===== config.mk =====
export PLATFORM = sky130hd
export DESIGN_NAME = cpc_fifo
export DESIGN_NICKNAME = d
export VERILOG_FILES = /design/src/rtl/assert_macros.svh /design/src/rtl/cpc_pkg.sv /design/src/rtl/cpc_fifo.sv
export SDC_FILE = /design/constraint.sdc
export NUM_CORES = 1
export LEC_CHECK = 0
export BUFFER_PORTS_ARGS = -buffer_cell sky130_fd_sc_hd__buf_2
export CAP_MARGIN = 30
export CORE_ASPECT_RATIO = 1.2
export CORE_UTILIZATION = 38
export CTS_CLUSTER_SIZE = 16
export DETAILED_ROUTE_END_ITERATION = 16
export SETUP_SLACK_MARGIN = 0.5
export SLEW_MARGIN = 20
export SYNTH_ARGS = -nofsm -noshare
export SYNTH_HDL_FRONTEND = slang
export SYNTH_SLANG_ARGS = --single-unit

===== constraint.sdc =====
create_clock -name clk -period 5.71 [get_ports clk]
set_clock_uncertainty 0.05 [all_clocks]
set_input_delay 0 -clock clk [delete_from_list [all_inputs] [get_ports clk]]
set_output_delay 0 -clock clk [all_outputs]
set_load 0.02 [all_outputs]

===== src/rtl/assert_macros.svh =====
// Assertion helpers for the payload cipher.
`ifndef ASSERT_MACROS_SVH
`define ASSERT_MACROS_SVH
`ifndef NO_ASSERTIONS
`define CHK_IMPLY(lbl, clk, rst_n, prop, msg) \
	lbl: assert property (@(posedge clk) disable iff (!rst_n) (prop)) else $error(msg);
`define CHK_NEVER(lbl, clk, rst_n, expr, msg) \
	lbl: assert property (@(posedge clk) disable iff (!rst_n) !(expr)) else $error(msg);
`else
`define CHK_IMPLY(lbl, clk, rst_n, prop, msg)
`define CHK_NEVER(lbl, clk, rst_n, expr, msg)
`endif
`endif


===== src/rtl/cpc_pkg.sv =====
package cpc_pkg;

	localparam int KEY_W      = 64;
	localparam int BLK_W      = 128;
	localparam int QDEPTH     = 4;
	localparam int QPTR_W     = $clog2(QDEPTH);
	localparam int NUM_ROUNDS = 10;
	localparam int CFG_IDX_W  = 1;

	localparam logic [CFG_IDX_W-1:0] REG_KEY_HIGH = 1'b0;
	localparam logic [CFG_IDX_W-1:0] REG_KEY_LOW  = 1'b1;

	typedef struct packed {
		logic [7:0]  data_byte;
		logic        first_byte;
		logic        last_byte;
		logic [31:0] dev_addr;
		logic        direction;
		logic [15:0] frame_counter;
	} in_word_t;

	typedef struct packed {
		logic [7:0] out_byte;
		logic       out_last;
	} out_word_t;

	// Work item handed from the classifier to the keystream side.
	typedef struct packed {
		logic [7:0]       data;
		logic             last;
		logic [3:0]       pos;
		logic             new_blk;
		logic [BLK_W-1:0] ctr_blk;
	} job_t;

	typedef struct packed {
		logic busy;
		logic ks_ready;
	} back_status_t;

	localparam logic [7:0] SBOX [256] = '{
	8'h63,8'h7c,8'h77,8'h7b,8'hf2,8'h6b,8'h6f,8'hc5,8'h30,8'h01,8'h67,8'h2b,8'hfe,8'hd7,8'hab,8'h76,
	8'hca,8'h82,8'hc9,8'h7d,8'hfa,8'h59,8'h47,8'hf0,8'had,8'hd4,8'ha2,8'haf,8'h9c,8'ha4,8'h72,8'hc0,
	8'hb7,8'hfd,8'h93,8'h26,8'h36,8'h3f,8'hf7,8'hcc,8'h34,8'ha5,8'he5,8'hf1,8'h71,8'hd8,8'h31,8'h15,
	8'h04,8'hc7,8'h23,8'hc3,8'h18,8'h96,8'h05,8'h9a,8'h07,8'h12,8'h80,8'he2,8'heb,8'h27,8'hb2,8'h75,
	8'h09,8'h83,8'h2c,8'h1a,8'h1b,8'h6e,8'h5a,8'ha0,8'h52,8'h3b,8'hd6,8'hb3,8'h29,8'he3,8'h2f,8'h84,
	8'h53,8'hd1,8'h00,8'hed,8'h20,8'hfc,8'hb1,8'h5b,8'h6a,8'hcb,8'hbe,8'h39,8'h4a,8'h4c,8'h58,8'hcf,
	8'hd0,8'hef,8'haa,8'hfb,8'h43,8'h4d,8'h33,8'h85,8'h45,8'hf9,8'h02,8'h7f,8'h50,8'h3c,8'h9f,8'ha8,
	8'h51,8'ha3,8'h40,8'h8f,8'h92,8'h9d,8'h38,8'hf5,8'hbc,8'hb6,8'hda,8'h21,8'h10,8'hff,8'hf3,8'hd2,
	8'hcd,8'h0c,8'h13,8'hec,8'h5f,8'h97,8'h44,8'h17,8'hc4,8'ha7,8'h7e,8'h3d,8'h64,8'h5d,8'h19,8'h73,
	8'h60,8'h81,8'h4f,8'hdc,8'h22,8'h2a,8'h90,8'h88,8'h46,8'hee,8'hb8,8'h14,8'hde,8'h5e,8'h0b,8'hdb,
	8'he0,8'h32,8'h3a,8'h0a,8'h49,8'h06,8'h24,8'h5c,8'hc2,8'hd3,8'hac,8'h62,8'h91,8'h95,8'he4,8'h79,
	8'he7,8'hc8,8'h37,8'h6d,8'h8d,8'hd5,8'h4e,8'ha9,8'h6c,8'h56,8'hf4,8'hea,8'h65,8'h7a,8'hae,8'h08,
	8'hba,8'h78,8'h25,8'h2e,8'h1c,8'ha6,8'hb4,8'hc6,8'he8,8'hdd,8'h74,8'h1f,8'h4b,8'hbd,8'h8b,8'h8a,
	8'h70,8'h3e,8'hb5,8'h66,8'h48,8'h03,8'hf6,8'h0e,8'h61,8'h35,8'h57,8'hb9,8'h86,8'hc1,8'h1d,8'h9e,
	8'he1,8'hf8,8'h98,8'h11,8'h69,8'hd9,8'h8e,8'h94,8'h9b,8'h1e,8'h87,8'he9,8'hce,8'h55,8'h28,8'hdf,
	8'h8c,8'ha1,8'h89,8'h0d,8'hbf,8'he6,8'h42,8'h68,8'h41,8'h99,8'h2d,8'h0f,8'hb0,8'h54,8'hbb,8'h16
	};

	function automatic logic [7:0] xtime(input logic [7:0] x);
		return {x[6:0], 1'b0} ^ (x[7] ? 8'h1b : 8'h00);
	endfunction

	// Byte i of a 128-bit block sits at bits 127-8i down.
	function automatic logic [7:0] blk_byte(input logic [BLK_W-1:0] b, input logic [3:0] i);
		return b[BLK_W-1-8*i -: 8];
	endfunction

	// Next round key from the current one.
	function automatic logic [BLK_W-1:0] key_expand(input logic [BLK_W-1:0] rk,
			input logic [7:0] rcon);
		logic [31:0] w0, w1, w2, w3, t;
		w0 = rk[127:96];
		w1 = rk[95:64];
		w2 = rk[63:32];
		w3 = rk[31:0];
		t = {SBOX[w3[23:16]] ^ rcon, SBOX[w3[15:8]], SBOX[w3[7:0]], SBOX[w3[31:24]]};
		w0 = w0 ^ t;
		w1 = w1 ^ w0;
		w2 = w2 ^ w1;
		w3 = w3 ^ w2;
		return {w0, w1, w2, w3};
	endfunction

	// One AES round: sub bytes, shift rows, mix columns (skipped in the final round), add key.
	function automatic logic [BLK_W-1:0] aes_round(input logic [BLK_W-1:0] st,
			input logic [BLK_W-1:0] rk, input logic final_rnd);
		logic [7:0] t [16];
		logic [7:0] a0, a1, a2, a3, x;
		logic [BLK_W-1:0] r;
		for (int i = 0; i < 16; i++) begin
			t[i] = SBOX[blk_byte(st, 4'((i % 4) + 4 * (((i / 4) + (i % 4)) % 4)))];
		end
		if (!final_rnd) begin
			for (int c = 0; c < 4; c++) begin
				a0 = t[4*c];
				a1 = t[4*c+1];
				a2 = t[4*c+2];
				a3 = t[4*c+3];
				x = a0 ^ a1 ^ a2 ^ a3;
				t[4*c]   = a0 ^ x ^ xtime(a0 ^ a1);
				t[4*c+1] = a1 ^ x ^ xtime(a1 ^ a2);
				t[4*c+2] = a2 ^ x ^ xtime(a2 ^ a3);
				t[4*c+3] = a3 ^ x ^ xtime(a3 ^ a0);
			end
		end
		for (int i = 0; i < 16; i++) begin
			r[BLK_W-1-8*i -: 8] = t[i];
		end
		return r ^ rk;
	endfunction

endpackage


===== src/rtl/cpc_fifo.sv =====
module cpc_fifo (
	input  logic          clk,
	input  logic          arst_n,
	input  logic          wr,
	input  cpc_pkg::job_t wr_job,
	output logic          full,
	input  logic          rd,
	output logic          valid,
	output cpc_pkg::job_t head
);
	import cpc_pkg::*;

	job_t             mem_q [QDEPTH];
	logic [QPTR_W-1:0] wp_q, rp_q;
	logic [QPTR_W:0]   cnt_q;

	assign full  = (cnt_q == (QPTR_W+1)'(QDEPTH));
	assign valid = (cnt_q != '0);
	assign head  = mem_q[rp_q];

	always_ff @(posedge clk) begin
		if (wr) begin
			mem_q[wp_q] <= wr_job;
		end
	end

	always_ff @(posedge clk or negedge arst_n) begin
		if (!arst_n) begin
			wp_q  <= '0;
			rp_q  <= '0;
			cnt_q <= '0;
		end else begin
			if (wr) begin
				wp_q <= wp_q + 1'b1;
			end
			if (rd) begin
				rp_q <= rp_q + 1'b1;
			end
			cnt_q <= cnt_q + (QPTR_W+1)'(wr) - (QPTR_W+1)'(rd);
		end
	end

endmodule


-- Word-level counts from Yosys, hierarchy flattened
Memory sizes are Yosys's and may differ from the RTL's.
Cells that the tools add are included.
- memory bits (read-only): 0
- output and inout port bits: 144
- RAM bits: 568
- memories: 1
- latch bits: 0
- input bits: 146
- bits in registers: 7
- logic and storage cells: 12
- divide/modulo/power cells: 0
- $mul: 0
- equality and inequality tests: 1
- add/sub/neg operators: 4
- $lt $le $gt $ge: 0
- reductions and logical operators: 1
- bitwise operators: 0
- shift-type cells: 0
- mux-type cells: 2
- memory list (name ; words ; bits a word ; rd ports ; clocked after memory_dff ; write ports ; RTL line ; text):
    mem_q ; 4 ; 142 ; 1 ; 0 ; 1 ; cpc_fifo.sv:13 ; job_t mem_q [QDEPTH];
- operators by type and width (kind ; count):
    adder 2 x 1 -> 2 bit (second input constant) ; 2
    adder 3 x 1 -> 3 bit ; 1
    == test 3 bit (second input constant) ; 1
    nonzero test 3 bit ; 1
    subtractor 3 x 1 -> 3 bit ; 1
    two-way mux 1 bit ; 2

-- Logic depth before layout (Yosys ltp)
- depth after elaboration: 2
- mapped depth: 7
- gate-level depth less buffers: 7

-- Worst setup path after synthesis
Ideal clock, no wire load.
- path kind: register -> register
- from: reg wp_q[0]
- to: mem mem_q[0][0] (netlist bit), enable pin
- stages on the path, launching flop included: 4
- setup time: 0.518 ns
- required time: 5.142 ns
- arrival time: 3.872 ns
- path buffers: 0
- slack: 1.270 ns
- clock period less this slack: 4.440 ns
- cell sequence: dfrtp_1 -> inv_1 -> ha_1 -> and2_1
- RTL lines (what ; RTL line ; text):
    start: declaration ; cpc_fifo.sv:14 ; logic [QPTR_W-1:0] wp_q, rp_q;
    start signal: assignment ; cpc_fifo.sv:34 ; wp_q <= wp_q + 1'b1;
    end: declaration ; cpc_fifo.sv:13 ;
No word-level cell before the write port.

==> run_results.csv <==
group,metric,value,unit
detailed_routing,vias,9741,
yosys,synth_top_cells_by_count,"568 x edfxtp_1, 142 x mux4_2, 17 x buf_2, 8 x buf_6, 7 x dfrtp_1",
run,cap_violations,0,
power,comb_power_share,0.303,
grt,grt-ovfl-total,0,
timing,hold_slack,114,ps
status,outcome,"finished, final reports clean",
worst_setup_path,crit_type,"reg2out",
clock_network,path_clk_slew,60,ps
clock_network,cts_tree,"yes",
floorplanning,row_count,93,
floorplanning,core_area,53900,um2
power,power.net_switching,0.00425,W
yosys,synth_cells,776,
timing,hold_viol,0,
floorplanning,die-area,55800,um2
yosys,synth.cell_area,20800,um2
clock_network,postCtsSetupBuffers,0,
yosys,netlist.area_leader.share,0.818,
worst_setup_path,worstSetupEndpointType,"primary output",
timing,setup_slack,2800,ps
timing,rsz0062_at_grt,"no",
placement,hpwl,23600,um
yosys,syn_area_per_cell,26.9,um2
finish,multi_input_area,3400,um2
timing,setup_tns,0,ps
grt,grt_pass1_wl,63900,um
timing,period_share,0.509,
yosys,yosysWarnings,0,
detailed_routing,detail_route.wl_per_cell,20.9,um
clock_network,cts_max_level,2,
finish,nets,1401,
detailed_routing,postRouteAntennaNets,0,
yosys,synth_top_flop_cell,"edfxtp_1",
finish,syn_to_final_growth,27.1,%
yosys,synth_top_area_cell,"edfxtp_1",
timing,fmax,0.344,GHz
grt,grt_start_max_net_pins,89,
worst_setup_path,cp-start-kind,"flip-flop",
yosys,synthDistinctLibCells,17,
grt,first_global_vias,10948,
power,p_clk_frac,0.275,
finish,drive_gt1_frac,0.410,
floorplanning,die_x,216,um
placement,io_buffers,289,
power,sw_frac_of_total,0.309,
worst_hold_path,hold_class,"in2reg",
yosys,synthTopCellsByArea,"edfxtp_1 82%, mux4_2 15%, dfrtp_1 0.84%",
power,power-per-cell-area,518,nW/um2
clock_network,clk_path_buf_depth,3,
detailed_routing,drc,0,
power,seqPwrFrac,0.423,
power,leakagePower,9.09,nW
floorplanning,io_pins,290,
detailed_routing,drtIter0Drc,532,
finish,ff_latch_area,17200,um2
worst_setup_path,crit_required,5660,ps
yosys,synth_seq_cells,575,
finish,post-route-util,0.492,
finish,num-fill-cells,4310,
power,p_int,0.00947,W
yosys,yosysMostFrequentCell,"edfxtp_1",
timing,slew_headroom,0.384,
grt,antenna_found_initial,2,
power,ir_drop,0.359,mV
yosys,seq_area_frac_synth,0.827,
floorplanning,die_y,259,um
detailed_routing,wl,42000,um
yosys,synth_fp_nets,929,
placement,gp_congestion,0.679,
placement,preCtsSetupSlack,3340,ps
detailed_routing,viasPerCell,4.86,
worst_setup_path,cp_max_fo,88,
worst_setup_path,cp.arrival,2860,ps
yosys,async_flop_share,0.0122,
detailed_routing,first_pass_iters,4,
timing,period_minus_slack,2910,ps
clock_network,numClockSinks,575,
clock_network,insertion_delay,590,ps
timing,slew_viol_final,0,
clock_network,cts_root_buffer,"clkbuf_16",
floorplanning,start_util,0.387,
timing,finalSetupViolCount,0,
clock_network,cts_made_buffers,56,
timing,worstMarginPinSlew,923,ps
grt,grt_use_total,0.152,
yosys,synth_edf_count,568,
## state kept, by name, summed over array words and instances (netlist names)
signal,cells
cnt_q,3
mem_q,568
rp_q,2
wp_q,2
## final cells by class
| type | count | area share |
|---|---|---|
| flip-flops and latches | 575 | 0.650 |
| multi-input cells | 163 | 0.128 |
| repair buffers | 446 | 0.116 |
| clock buffers | 64 | 0.0548 |
| well taps | 712 | 0.0336 |
| clock inverters | 39 | 0.0164 |
| inverters | 6 | 0.000850 |
| diodes | 1 | 0.0000944 |
## worst paths after layout
check                           slack (ps)        from      endpoint  cells past startpoint
worst max-delay path                  2800     rp_q[1]       head[0]                      3
worst min-delay path                   110  wr_job[27]  mem_q[3][27]                      2
worst max register to register        3400     wp_q[0]  mem_q[0][58]                      4
worst min register to register         490     wp_q[0]       wp_q[0]                      1
max in group asynchronous             4850      arst_n       rp_q[0]                      3
min in group asynchronous              390      arst_n      cnt_q[2]                      3
## timing repair
action / CTS / global route
endpoints found under the hold margin: 617 / 0
resized for setup: 0 / 0
hold buffers: 146 / 0
## critical path, cell delays in order, from the launching register on
cell	delay, ps
dfrtp_4	1020
buf_12	550
mux4_2	420
buf_2	180
## power groups by stage
stage | Sequential (W) | Combinational [W] | Clock (W)
after global routing | 0.00587 | 0.00444 | 0.00401
after floorplan | 0.00582 | 0.00295 | 0
after global placement | 0.00586 | 0.00417 | 0
final | 0.00580 | 0.00415 | 0.00377
after detailed placement | 0.00590 | 0.00418 | 0
after CTS | 0.00582 | 0.00429 | 0.00388
## cells in the final DEF (no fill, tap or decap)
| cell type | netlist | routed |
|---|---|---|
| buf_4 | 1 | 5 |
| xnor2_1 | 3 | 3 |
| clkbuf_1 | 6 | 7 |
| ha_1 | 6 | 6 |
| or3_1 | 1 | 1 |
| clkinv_4 | 0 | 2 |
| diode_2 | 0 | 1 |
| edfxtp_1 | 568 | 568 |
| mux4_2 | 142 | 142 |
| dlygate4sd3_1 | 0 | 146 |
| clkinv_1 | 0 | 14 |
| buf_12 | 0 | 6 |
| dfrtp_1 | 7 | 5 |
| inv_1 | 6 | 6 |
| xor2_1 | 2 | 2 |
| o21ai_0 | 1 | 1 |
| and2_4 | 0 | 4 |
| buf_2 | 17 | 289 |
| dfrtp_4 | 0 | 2 |
| fa_1 | 1 | 1 |
| bufinv_16 | 0 | 10 |
| and3_1 | 1 | 1 |
| clkinv_2 | 0 | 13 |
| clkbuf_16 | 0 | 57 |
| nand2_1 | 2 | 2 |
## layer usage
metal	up-vias	global-route usage	share of wire	wire, um
met5	-	0	0.00069	29
met4	4	0.0453	0.022	910
met3	69	0.0413	0.058	2420
met2	233	0.270	0.52	22000
met1	5125	0.181	0.40	16600
li1	4310	-	-	-
## cell families (layout without fill, tap and decap cells)
logic type	count (synthesis)	in the layout	share of synthesized area
flops	575	575	0.827
mux	142	142	0.153
buf+inv	38	555	0.0109
simple gates	8	8	0.00216
fa+ha+maj	7	7	0.00456
xor+xnor	5	5	0.00210
compound gates	1	1	0.000240
other cells	0	1	0
## through the flow
stage	power (W)	instance area [um2]	std cells
final	0.0137	26500	2006
after global routing	0.0143	26500	2005
after CTS	0.0140	26500	2005
after detailed placement	0.0101	23200	1756
after global placement	0.0100	23200	1756
after floorplan	0.00876	20800	776
Power figures use the tool's default switching activity.
