### config.mk
export PLATFORM = sky130hd
export DESIGN_NAME = cpc_front
export DESIGN_NICKNAME = d
export VERILOG_FILES = /design/src/rtl/assert_macros.svh /design/src/rtl/cpc_pkg.sv /design/src/rtl/cpc_front.sv
export SDC_FILE = /design/constraint.sdc
export NUM_CORES = 1
export LEC_CHECK = 0
export ABC_AREA = 1
export BUFFER_PORTS_ARGS = -buffer_cell sky130_fd_sc_hd__buf_2
export CORE_MARGIN = 5
export CORE_UTILIZATION = 42
export CTS_CLUSTER_DIAMETER = 40
export DETAILED_ROUTE_END_ITERATION = 10
export GPL_TIMING_DRIVEN = 0
export HOLD_SLACK_MARGIN = 0.06
export PLACE_DENSITY = 0.82
export SYNTH_ARGS = -nofsm -noshare
export SYNTH_HDL_FRONTEND = slang
export SYNTH_SLANG_ARGS = --single-unit
### constraint.sdc
create_clock -name clk -period 1 [get_ports clk]
set_input_delay 0.1 -clock clk [delete_from_list [all_inputs] [get_ports clk]]
set_output_delay 0.1 -clock clk [all_outputs]
set_load 0.02 [all_outputs]
### src/rtl/assert_macros.svh
// Assertion helpers for the payload cipher.
`ifndef ASSERT_MACROS_SVH
`define ASSERT_MACROS_SVH
`ifndef NO_ASSERTIONS
`define CHK_IMPLY(lbl, clk, rst_n, prop, msg) \
	lbl: assert property (@(posedge clk) disable iff (!rst_n) (prop)) else $error(msg);
`define CHK_NEVER(lbl, clk, rst_n, expr, msg) \
	lbl: assert property (@(posedge clk) disable iff (!rst_n) !(expr)) else $error(msg);
`else
`define CHK_IMPLY(lbl, clk, rst_n, prop, msg)
`define CHK_NEVER(lbl, clk, rst_n, expr, msg)
`endif
`endif

### src/rtl/cpc_pkg.sv
package cpc_pkg;

	localparam int KEY_W      = 64;
	localparam int BLK_W      = 128;
	localparam int QDEPTH     = 4;
	localparam int QPTR_W     = $clog2(QDEPTH);
	localparam int NUM_ROUNDS = 10;
	localparam int CFG_IDX_W  = 1;

	localparam logic [CFG_IDX_W-1:0] REG_KEY_HIGH = 1'b0;
	localparam logic [CFG_IDX_W-1:0] REG_KEY_LOW  = 1'b1;

	typedef struct packed {
		logic [7:0]  data_byte;
		logic        first_byte;
		logic        last_byte;
		logic [31:0] dev_addr;
		logic        direction;
		logic [15:0] frame_counter;
	} in_word_t;

	typedef struct packed {
		logic [7:0] out_byte;
		logic       out_last;
	} out_word_t;

	// Work item handed from the classifier to the keystream side.
	typedef struct packed {
		logic [7:0]       data;
		logic             last;
		logic [3:0]       pos;
		logic             new_blk;
		logic [BLK_W-1:0] ctr_blk;
	} job_t;

	typedef struct packed {
		logic busy;
		logic ks_ready;
	} back_status_t;

	localparam logic [7:0] SBOX [256] = '{
	8'h63,8'h7c,8'h77,8'h7b,8'hf2,8'h6b,8'h6f,8'hc5,8'h30,8'h01,8'h67,8'h2b,8'hfe,8'hd7,8'hab,8'h76,
	8'hca,8'h82,8'hc9,8'h7d,8'hfa,8'h59,8'h47,8'hf0,8'had,8'hd4,8'ha2,8'haf,8'h9c,8'ha4,8'h72,8'hc0,
	8'hb7,8'hfd,8'h93,8'h26,8'h36,8'h3f,8'hf7,8'hcc,8'h34,8'ha5,8'he5,8'hf1,8'h71,8'hd8,8'h31,8'h15,
	8'h04,8'hc7,8'h23,8'hc3,8'h18,8'h96,8'h05,8'h9a,8'h07,8'h12,8'h80,8'he2,8'heb,8'h27,8'hb2,8'h75,
	8'h09,8'h83,8'h2c,8'h1a,8'h1b,8'h6e,8'h5a,8'ha0,8'h52,8'h3b,8'hd6,8'hb3,8'h29,8'he3,8'h2f,8'h84,
	8'h53,8'hd1,8'h00,8'hed,8'h20,8'hfc,8'hb1,8'h5b,8'h6a,8'hcb,8'hbe,8'h39,8'h4a,8'h4c,8'h58,8'hcf,
	8'hd0,8'hef,8'haa,8'hfb,8'h43,8'h4d,8'h33,8'h85,8'h45,8'hf9,8'h02,8'h7f,8'h50,8'h3c,8'h9f,8'ha8,
	8'h51,8'ha3,8'h40,8'h8f,8'h92,8'h9d,8'h38,8'hf5,8'hbc,8'hb6,8'hda,8'h21,8'h10,8'hff,8'hf3,8'hd2,
	8'hcd,8'h0c,8'h13,8'hec,8'h5f,8'h97,8'h44,8'h17,8'hc4,8'ha7,8'h7e,8'h3d,8'h64,8'h5d,8'h19,8'h73,
	8'h60,8'h81,8'h4f,8'hdc,8'h22,8'h2a,8'h90,8'h88,8'h46,8'hee,8'hb8,8'h14,8'hde,8'h5e,8'h0b,8'hdb,
	8'he0,8'h32,8'h3a,8'h0a,8'h49,8'h06,8'h24,8'h5c,8'hc2,8'hd3,8'hac,8'h62,8'h91,8'h95,8'he4,8'h79,
	8'he7,8'hc8,8'h37,8'h6d,8'h8d,8'hd5,8'h4e,8'ha9,8'h6c,8'h56,8'hf4,8'hea,8'h65,8'h7a,8'hae,8'h08,
	8'hba,8'h78,8'h25,8'h2e,8'h1c,8'ha6,8'hb4,8'hc6,8'he8,8'hdd,8'h74,8'h1f,8'h4b,8'hbd,8'h8b,8'h8a,
	8'h70,8'h3e,8'hb5,8'h66,8'h48,8'h03,8'hf6,8'h0e,8'h61,8'h35,8'h57,8'hb9,8'h86,8'hc1,8'h1d,8'h9e,
	8'he1,8'hf8,8'h98,8'h11,8'h69,8'hd9,8'h8e,8'h94,8'h9b,8'h1e,8'h87,8'he9,8'hce,8'h55,8'h28,8'hdf,
	8'h8c,8'ha1,8'h89,8'h0d,8'hbf,8'he6,8'h42,8'h68,8'h41,8'h99,8'h2d,8'h0f,8'hb0,8'h54,8'hbb,8'h16
	};

	function automatic logic [7:0] xtime(input logic [7:0] x);
		return {x[6:0], 1'b0} ^ (x[7] ? 8'h1b : 8'h00);
	endfunction

	// Byte i of a 128-bit block sits at bits 127-8i down.
	function automatic logic [7:0] blk_byte(input logic [BLK_W-1:0] b, input logic [3:0] i);
		return b[BLK_W-1-8*i -: 8];
	endfunction

	// Next round key from the current one.
	function automatic logic [BLK_W-1:0] key_expand(input logic [BLK_W-1:0] rk,
			input logic [7:0] rcon);
		logic [31:0] w0, w1, w2, w3, t;
		w0 = rk[127:96];
		w1 = rk[95:64];
		w2 = rk[63:32];
		w3 = rk[31:0];
		t = {SBOX[w3[23:16]] ^ rcon, SBOX[w3[15:8]], SBOX[w3[7:0]], SBOX[w3[31:24]]};
		w0 = w0 ^ t;
		w1 = w1 ^ w0;
		w2 = w2 ^ w1;
		w3 = w3 ^ w2;
		return {w0, w1, w2, w3};
	endfunction

	// One AES round: sub bytes, shift rows, mix columns (skipped in the final round), add key.
	function automatic logic [BLK_W-1:0] aes_round(input logic [BLK_W-1:0] st,
			input logic [BLK_W-1:0] rk, input logic final_rnd);
		logic [7:0] t [16];
		logic [7:0] a0, a1, a2, a3, x;
		logic [BLK_W-1:0] r;
		for (int i = 0; i < 16; i++) begin
			t[i] = SBOX[blk_byte(st, 4'((i % 4) + 4 * (((i / 4) + (i % 4)) % 4)))];
		end
		if (!final_rnd) begin
			for (int c = 0; c < 4; c++) begin
				a0 = t[4*c];
				a1 = t[4*c+1];
				a2 = t[4*c+2];
				a3 = t[4*c+3];
				x = a0 ^ a1 ^ a2 ^ a3;
				t[4*c]   = a0 ^ x ^ xtime(a0 ^ a1);
				t[4*c+1] = a1 ^ x ^ xtime(a1 ^ a2);
				t[4*c+2] = a2 ^ x ^ xtime(a2 ^ a3);
				t[4*c+3] = a3 ^ x ^ xtime(a3 ^ a0);
			end
		end
		for (int i = 0; i < 16; i++) begin
			r[BLK_W-1-8*i -: 8] = t[i];
		end
		return r ^ rk;
	endfunction

endpackage

### src/rtl/cpc_front.sv
module cpc_front (
	input  logic              clk,
	input  logic              arst_n,
	input  logic              accept,
	input  cpc_pkg::in_word_t din,
	output cpc_pkg::job_t     job
);
	import cpc_pkg::*;

	logic [3:0]  pos_q;
	logic [7:0]  index_q;
	logic [31:0] addr_q;
	logic        dir_q;
	logic [15:0] fcnt_q;

	logic [31:0] addr;
	logic        dir;
	logic [15:0] fcnt;
	logic [7:0]  idx;
	logic [3:0]  pos;

	always_comb begin
		addr = din.first_byte ? din.dev_addr : addr_q;
		dir  = din.first_byte ? din.direction : dir_q;
		fcnt = din.first_byte ? din.frame_counter : fcnt_q;
		pos  = din.first_byte ? 4'd0 : pos_q;
		if (din.first_byte) begin
			idx = 8'd1;
		end else if (pos_q == 4'd0) begin
			idx = index_q + 8'd1;
		end else begin
			idx = index_q;
		end
		job.data    = din.data_byte;
		job.last    = din.last_byte;
		job.pos     = pos;
		job.new_blk = din.first_byte || (pos_q == 4'd0);
		job.ctr_blk = {8'h01, 32'h0, 7'h0, dir,
			addr[7:0], addr[15:8], addr[23:16], addr[31:24],
			fcnt[7:0], fcnt[15:8], 24'h0, idx};
	end

	always_ff @(posedge clk or negedge arst_n) begin
		if (!arst_n) begin
			pos_q   <= '0;
			index_q <= '0;
			addr_q  <= '0;
			dir_q   <= 1'b0;
			fcnt_q  <= '0;
		end else if (accept) begin
			pos_q   <= din.last_byte ? 4'd0 : pos + 4'd1;
			index_q <= idx;
			addr_q  <= addr;
			dir_q   <= dir;
			fcnt_q  <= fcnt;
		end
	end

endmodule

# Word level (Yosys, flattened, before mapping)
# Index checks and enable logic that the tools add are counted.
[word_totals]
word_cells = 16
ff_bits = 61
inputBits = 62
[op_classes]
muxes = 7
n_addsub = 2
reduce_logical = 2
[ops]
columns = ["operator", "n"]
rows = [
  ["2-to-1 mux 32 bit", 1],
  ["2-to-1 mux 16 bit", 1],
  ["2-to-1 mux 8 bit", 2],
  ["adder 8 x 1 -> 8 bit, second input constant", 1],
  ["2-to-1 mux 4 bit", 2],
  ["adder 4 x 1 -> 4 bit, second input constant", 1],
  ["zero test 4 bit", 1],
  ["logical OR 1 bit", 1],
  ["2-to-1 mux 1 bit", 1],
]

# Longest topological paths before layout
# Gate-level depths: netlist of run 1.
[depth]
word_depth = 3
mapped_depth = 7
depth_no_buf = 7

# Least setup slack after synthesis of run 1
# Ideal clock, no wire load.
[synth_path]
path_kind = "reg-to-reg"
startpoint = "register pos_q[0]"
endpoint = "register pos_q[1]"
arrival_ns = 1.186
path_slack_ns = -0.316
n_path_buf = 0
stages_incl_launch_ff = 6
required_time_ns = 0.870
cell_sequence = "dfrtp_1 inv_1 nor2_1 ha_1 nand2_1 o21ai_0"
[synth_rtl]
columns = ["item", "line", "rtl"]
rows = [
  ["from (decl)", "cpc_front.sv:10", "logic [3:0] pos_q;"],
  ["from (signal assigned)", "cpc_front.sv:51", "pos_q <= din.last_byte ? 4'd0 : pos + 4'd1;"],
]

==> results of run 1 <==
[power groups by stage]
stage          Clock, W  Sequential, W  Combinational (W)
2_1_floorplan         0        0.00284            0.00161
3_3_place_gp          0        0.00286            0.00214
3_5_place_dp          0        0.00287            0.00219
4_1_cts         0.00195        0.00286            0.00271
5_1_grt         0.00208        0.00289            0.00312
6_report        0.00191        0.00287            0.00289
[synthesized netlist by cell type]
| cell | number | area (sq um) |
|---|---|---|
| o211ai_1 | 1 | 7.51 |
| ha_1 | 2 | 25.0 |
| nor2_1 | 7 | 26.3 |
| nand2_2 | 1 | 6.26 |
| buf_6 | 3 | 33.8 |
| o21bai_1 | 1 | 7.51 |
| o22ai_1 | 3 | 18.8 |
| o21ai_2 | 39 | 342 |
| buf_4 | 85 | 638 |
| o21ai_0 | 47 | 235 |
| and3_1 | 4 | 25.0 |
| xnor2_1 | 1 | 8.76 |
| o21ai_1 | 19 | 95.1 |
| dfrtp_1 | 61 | 1530 |
| nand4_1 | 4 | 25.0 |
| xor2_1 | 1 | 8.76 |
| nor2_2 | 2 | 12.5 |
| clkbuf_2 | 4 | 20.0 |
| inv_1 | 65 | 244 |
| inv_2 | 1 | 3.75 |
| buf_1 | 4 | 15.0 |
| conb_1 | 2 | 7.51 |
| a31oi_1 | 1 | 6.26 |
| nand2_1 | 128 | 480 |
| nand3_1 | 8 | 40.0 |
| clkbuf_1 | 6 | 22.5 |
| a21oi_2 | 1 | 8.76 |
| clkinv_1 | 1 | 3.75 |
| nor2_4 | 1 | 11.3 |
| buf_2 | 3 | 15.0 |
[per-stage QoR]
| stage | power (W) | instances |
|---|---|---|
| 4_1_cts | 0.00753 | 840 |
| 5_1_grt | 0.00810 | 847 |
| 6_report | 0.00767 | 847 |
| 3_3_place_gp | 0.00500 | 809 |
| 3_5_place_dp | 0.00506 | 809 |
| 2_1_floorplan | 0.00446 | 575 |
[final timing paths]
kind	startpoint	to	slack, ps	cells past startpoint
max	pos_q[0]	job[5]	-740	7
min	din[49]	pos_q[1]	100	4
max reg2reg	pos_q[0]	index_q[3]	-480	8
min reg2reg	addr_q[14]	addr_q[14]	530	2
max in group asynchronous	arst_n	index_q[1]	260	2
min in group asynchronous	arst_n	index_q[5]	320	2
[layer usage]
layer  global-route usage  vias up  wire length, um
li1                     -     1894                -
met1                0.226     1758             4360
met2                0.358      157             6290
met3               0.0476       26              824
met4               0.0795        0              284
met5                    0        -                0
[final cells by class]
type | instances | area [sq um] | area share
Timing Repair Buffer | 147 | 1210 | 0.199
Clock buffer | 12 | 155 | 0.0255
Buffer | 104 | 738 | 0.121
Clock inverter | 2 | 10.0 | 0.00165
Inverter | 67 | 256 | 0.0422
Multi-Input combinational cell | 343 | 2040 | 0.336
Tap cell | 111 | 139 | 0.0229
Sequential cell | 61 | 1530 | 0.251
[flip-flops by register name (all words and copies together), names as in the netlist]
| signal | flops |
|---|---|
| addr_q | 32 |
| fcnt_q | 16 |
| index_q | 8 |
| pos_q | 4 |
| dir_q | 1 |
[cell families after synthesis]
kind of cell | after synthesis | share of synthesized area
compound gates | 112 | 0.184
buf+inv | 172 | 0.254
other cells | 2 | 0.00192
simple gates | 155 | 0.160
xor+xnor | 2 | 0.00447
fa+ha+maj | 2 | 0.00638
flops | 61 | 0.389
[repair_timing]
action | in CTS | in global routing
buffers inserted | 18 | 10
hold buffers | 1 | 0
cloned | 1 | 0
endpoints found under the setup margin | 133 | 140
endpoints found under the hold margin | 61 | 0
resized for setup | 205 | 42
pin swaps | 13 | 15
[worst max-delay path: stages (launching register included)]
cell and delay (ps):
dfrtp_1 420, nor2_4 160, nand2_4 100, nor2_4 190, nand2_2 80, nand2_2 70, and3_4 170, buf_6 110
==> results_dict.tcl, run 1 <==
set metrics [dict create \
    clkPwrFrac 0.248 \
    grt_pass1_vias 3923 \
    numCtsBuffers 9 \
    wl_um 11800 \
    ys_warn_count 0 \
    drt-initial-drc-count 205 \
    floorplan.die_area_sq_um 11400 \
    placed_cell_area_sq_um 5000 \
    antenna_found_initial 0 \
    worstPathRequired_ps 900 \
    crit_type "register to primary output" \
    relSlewSlack 0.620 \
    track_usage 0.199 \
    p_per_area_nw_per_um2 1260 \
    seqPwrFrac 0.374 \
    worstPathArrival_ps 1640 \
    finalHoldViolations 0 \
    outcome "complete, but fails checks" \
    syn_avg_cell_area_sq_um 7.75 \
    min_path_type "input pin to register" \
    antenna-diode-count 0 \
    violations "setup timing" \
    grt_max_degree 62 \
    ant_nets 0 \
    utilization 0.664 \
    clk_pin_slew_ps 70 \
    avgRoutedWirePerCell_um 13.9 \
    stdcell_area_sq_um 6080 \
    p_leak_nw 3.16 \
    clk_latency_ps 320 \
    die_h_um 107 \
    setup_viol 74 \
    drive_gt1_frac 0.533 \
    rows 35 \
    hpwl_um 8000 \
    ys_seq_area_frac 0.389 \
    finClkSkew_ps 6.20 \
    core_area_sq_um 9150 \
    clock-sinks 61 \
    dieWidth_um 107 \
    root_buffer "clkbuf_8" \
    drt-pass1-iter-count 5 \
    dr_total_vias 3835 \
    setup_tns_ps -14450 \
    n_fill_cell 728 \
    pwr-share-comb 0.377 \
    switching_share 0.354 \
    gp_congestion 0.809 \
    drv_slew 0 \
    grt_pass1_wl_um 18400 \
    holdWs_ps 100 \
    layout_commonest_cell "nand2_1" \
    mostFrequentLayoutCells "nand2_1, buf_4, conb_1" \
    portBuffers 123 \
    finalNetCount 797 \
    netlist_area_sq_um 3920 \
    syn-instance-count 506 \
    tightest_slew_ps 569 \
    place_ws_ps -445 \
    fin_crit_ps 1740 \
    start_util 0.428 \
    finalWorstSetupSlack_ps -735 \
    drc_errors 0 \
    syn_to_final_growth_pct 55.0 \
    p_int_w 0.00496 \
    vias_per_cell 4.53 \
    end_kind "primary output" \
    rsz0062_at_grt "yes" \
    maxCapViolCount 0 \
    yosysUniqueCellTypes 30 \
    cts_tree "built" \
    ioPinCount 204 \
    min_period_over_period 1.74 \
    cp-start-kind "register" \
    critPathMaxFanout 5 \
    fmax_mhz 576 \
    cts_buffer_depth 2 \
    cts-htree-levels 3 \
    grt_overflow 0 \
    ys_ff_latch 61 \
    ir_drop_uv 763 \
    net-switching-power_w 0.00272 \
]
Power figures use the tool's default switching activity.
==> run 2, diff against run 1 <==
- CORE_ASPECT_RATIO: default -> 0.5
==> results_dict.tcl, run 2 (synthesis results as in run 1) <==
set metrics [dict create \
    outcome "complete, but fails checks" \
    violations "setup timing" \
    drt-initial-drc-count 243 \
    rows 24 \
    avgRoutedWirePerCell_um 14.8 \
    cts_buffer_depth 2 \
    tightest_slew_ps 582 \
    cp_num_cells 7 \
    maxCapViolCount 0 \
    ir_drop_uv 904 \
    cp-start-kind "register" \
    worstPathRequired_ps 900 \
    cts-htree-levels 3 \
    whs_path_depth 5 \
    p_per_area_nw_per_um2 1490 \
    crit_start "index_q[0]" \
    fin_crit_ps 1680 \
    drt-pass1-iter-count 5 \
    grt_max_degree 62 \
    portBuffers 123 \
    die_h_um 78.3 \
    core_area_sq_um 8890 \
    grt_pass1_vias 3916 \
    power_w 0.00913 \
    start_util 0.441 \
    end_kind "primary output" \
    vias_per_cell 4.76 \
    critPathMaxFanout 3 \
    path_common_cell "nand2_1" \
    mostFrequentLayoutCells "nand2_1, buf_4, conb_1" \
    antenna_found_initial 0 \
    floorplan.die_area_sq_um 11500 \
    drv_slew 0 \
    finClkSkew_ps 7.62 \
    crit_type "register to primary output" \
    min_period_over_period 1.68 \
    r2r_cells 9 \
    wl_um 12600 \
    finalNonFillerCells 849 \
    crit_slowest_cell "dfrtp_1" \
    cts_tree "built" \
    pwr-share-comb 0.317 \
    net-switching-power_w 0.00295 \
    clk_pin_slew_ps 60 \
    grt_overflow 0 \
    rsz0062_at_grt "yes" \
    dp.cells 815 \
    syn_to_final_growth_pct 55.9 \
    hpwl_um 8120 \
    clk_latency_ps 320 \
    n_fill_cell 627 \
    crit_chain "ha_4 > nand3_2 > nor2_4 > nand2_1 > nand2_1 > and3_4 > buf_6" \
    largest_register "addr_q" \
    layout_commonest_cell "nand2_1" \
    root_buffer "clkbuf_16" \
    grt_pass1_wl_um 18900 \
    setup_viol 73 \
    finalWorstSetupSlack_ps -678 \
    relSlewSlack 0.612 \
    crit_path_max_incr_delay_ps 410 \
    p_int_w 0.00618 \
    numCtsBuffers 9 \
    finalNetCount 791 \
    dr_total_vias 4037 \
    dieWidth_um 147 \
    drc_errors 0 \
    ioPinCount 204 \
    timing.rr.start "pos_q[2]" \
    min_path_type "input pin to register" \
    ant_nets 0 \
    finalHoldViolations 0 \
    cpLargestDelayFamily "simple AND/OR/NAND/NOR gates" \
    seqPwrFrac 0.316 \
    holdWs_ps 125 \
    switching_share 0.323 \
    largest_reg_flops 32 \
    track_usage 0.200 \
    antenna-diode-count 0 \
    worstHoldStart "din[26]" \
    clkPwrFrac 0.367 \
    fmax_mhz 596 \
    p_leak_nw 3.19 \
    worstPathArrival_ps 1580 \
    drive_gt1_frac 0.526 \
    critPathBufInv 1 \
    reg_top3 "addr_q x32, fcnt_q x16, index_q x8" \
    gp_congestion 0.833 \
    clock-sinks 61 \
]
-- run 2: area by class of cell --
type | count | area, sq um | area share
clock buffers | 10 | 239 | 0.0391
plain buffers | 104 | 737 | 0.121
repair buffers | 141 | 1160 | 0.190
multi-input cells | 343 | 1950 | 0.319
flip-flops and latches | 61 | 1530 | 0.250
inverters | 67 | 262 | 0.0428
clock inverters | 6 | 86.3 | 0.0141
well taps | 117 | 146 | 0.0240
-- run 2: what timing repair did --
action / CTS / global route
pin swaps: 11 / 12
hold buffers: 1 / 0
setup endpoints to repair: 134 / 134
gates cloned: 1 / 0
buffers inserted: 13 / 6
endpoints found under the hold margin: 61 / 0
gates resized for setup: 192 / 41
-- run 2: path summary, 6_finish.rpt --
kind	to	slack, ps
hold / removal	addr_q[9]	130
max in group asynchronous	index_q[2]	200
hold reg to reg	index_q[7]	510
min in group asynchronous	addr_q[9]	350
setup reg to reg	index_q[0]	-470
setup / recovery	job[6]	-680
-- run 2: through the flow --
| step | setup TNS (ps) | utilization | cell area, sq um | worst slack [ps] |
|---|---|---|---|---|
| 5_1_grt | -18130 | 0.687 | 6110 | -746 |
| 6_report | -14910 | 0.687 | 6110 | -678 |
| 2_1_floorplan | -2230 | - | 4240 | -204 |
| 3_5_place_dp | -35130 | 0.563 | 5000 | -439 |
| 3_3_place_gp | -30630 | 0.563 | 5000 | -414 |
| 4_1_cts | -13140 | 0.670 | 5950 | -686 |
-- run 2: metal layers --
layer	share of wire	vias up	global-route usage
met5	0	-	0
met4	0.038	0	0.0826
met3	0.079	53	0.0489
met2	0.53	230	0.380
met1	0.36	1859	0.214
li1	-	1895	-
-- run 2: worst register-to-register path, delay by kind of cell (launching register included) --
| kind | cells | cell delay [ps] |
|---|---|---|
| flip-flops | 1 | 430 |
| buffers and inverters | 3 | 410 |
| AO/OA/AOI/OAI | 1 | 80 |
| AND/OR/NAND/NOR | 5 | 420 |
-- run 2: power by group through the flow --
stage               clock [W]  combinational, W  sequential (W)
finish                0.00335           0.00289         0.00288
global route          0.00353           0.00311         0.00291
CTS                   0.00340           0.00271         0.00285
detailed placement          0           0.00220         0.00287
global placement            0           0.00216         0.00286
floorplan                   0           0.00161         0.00284
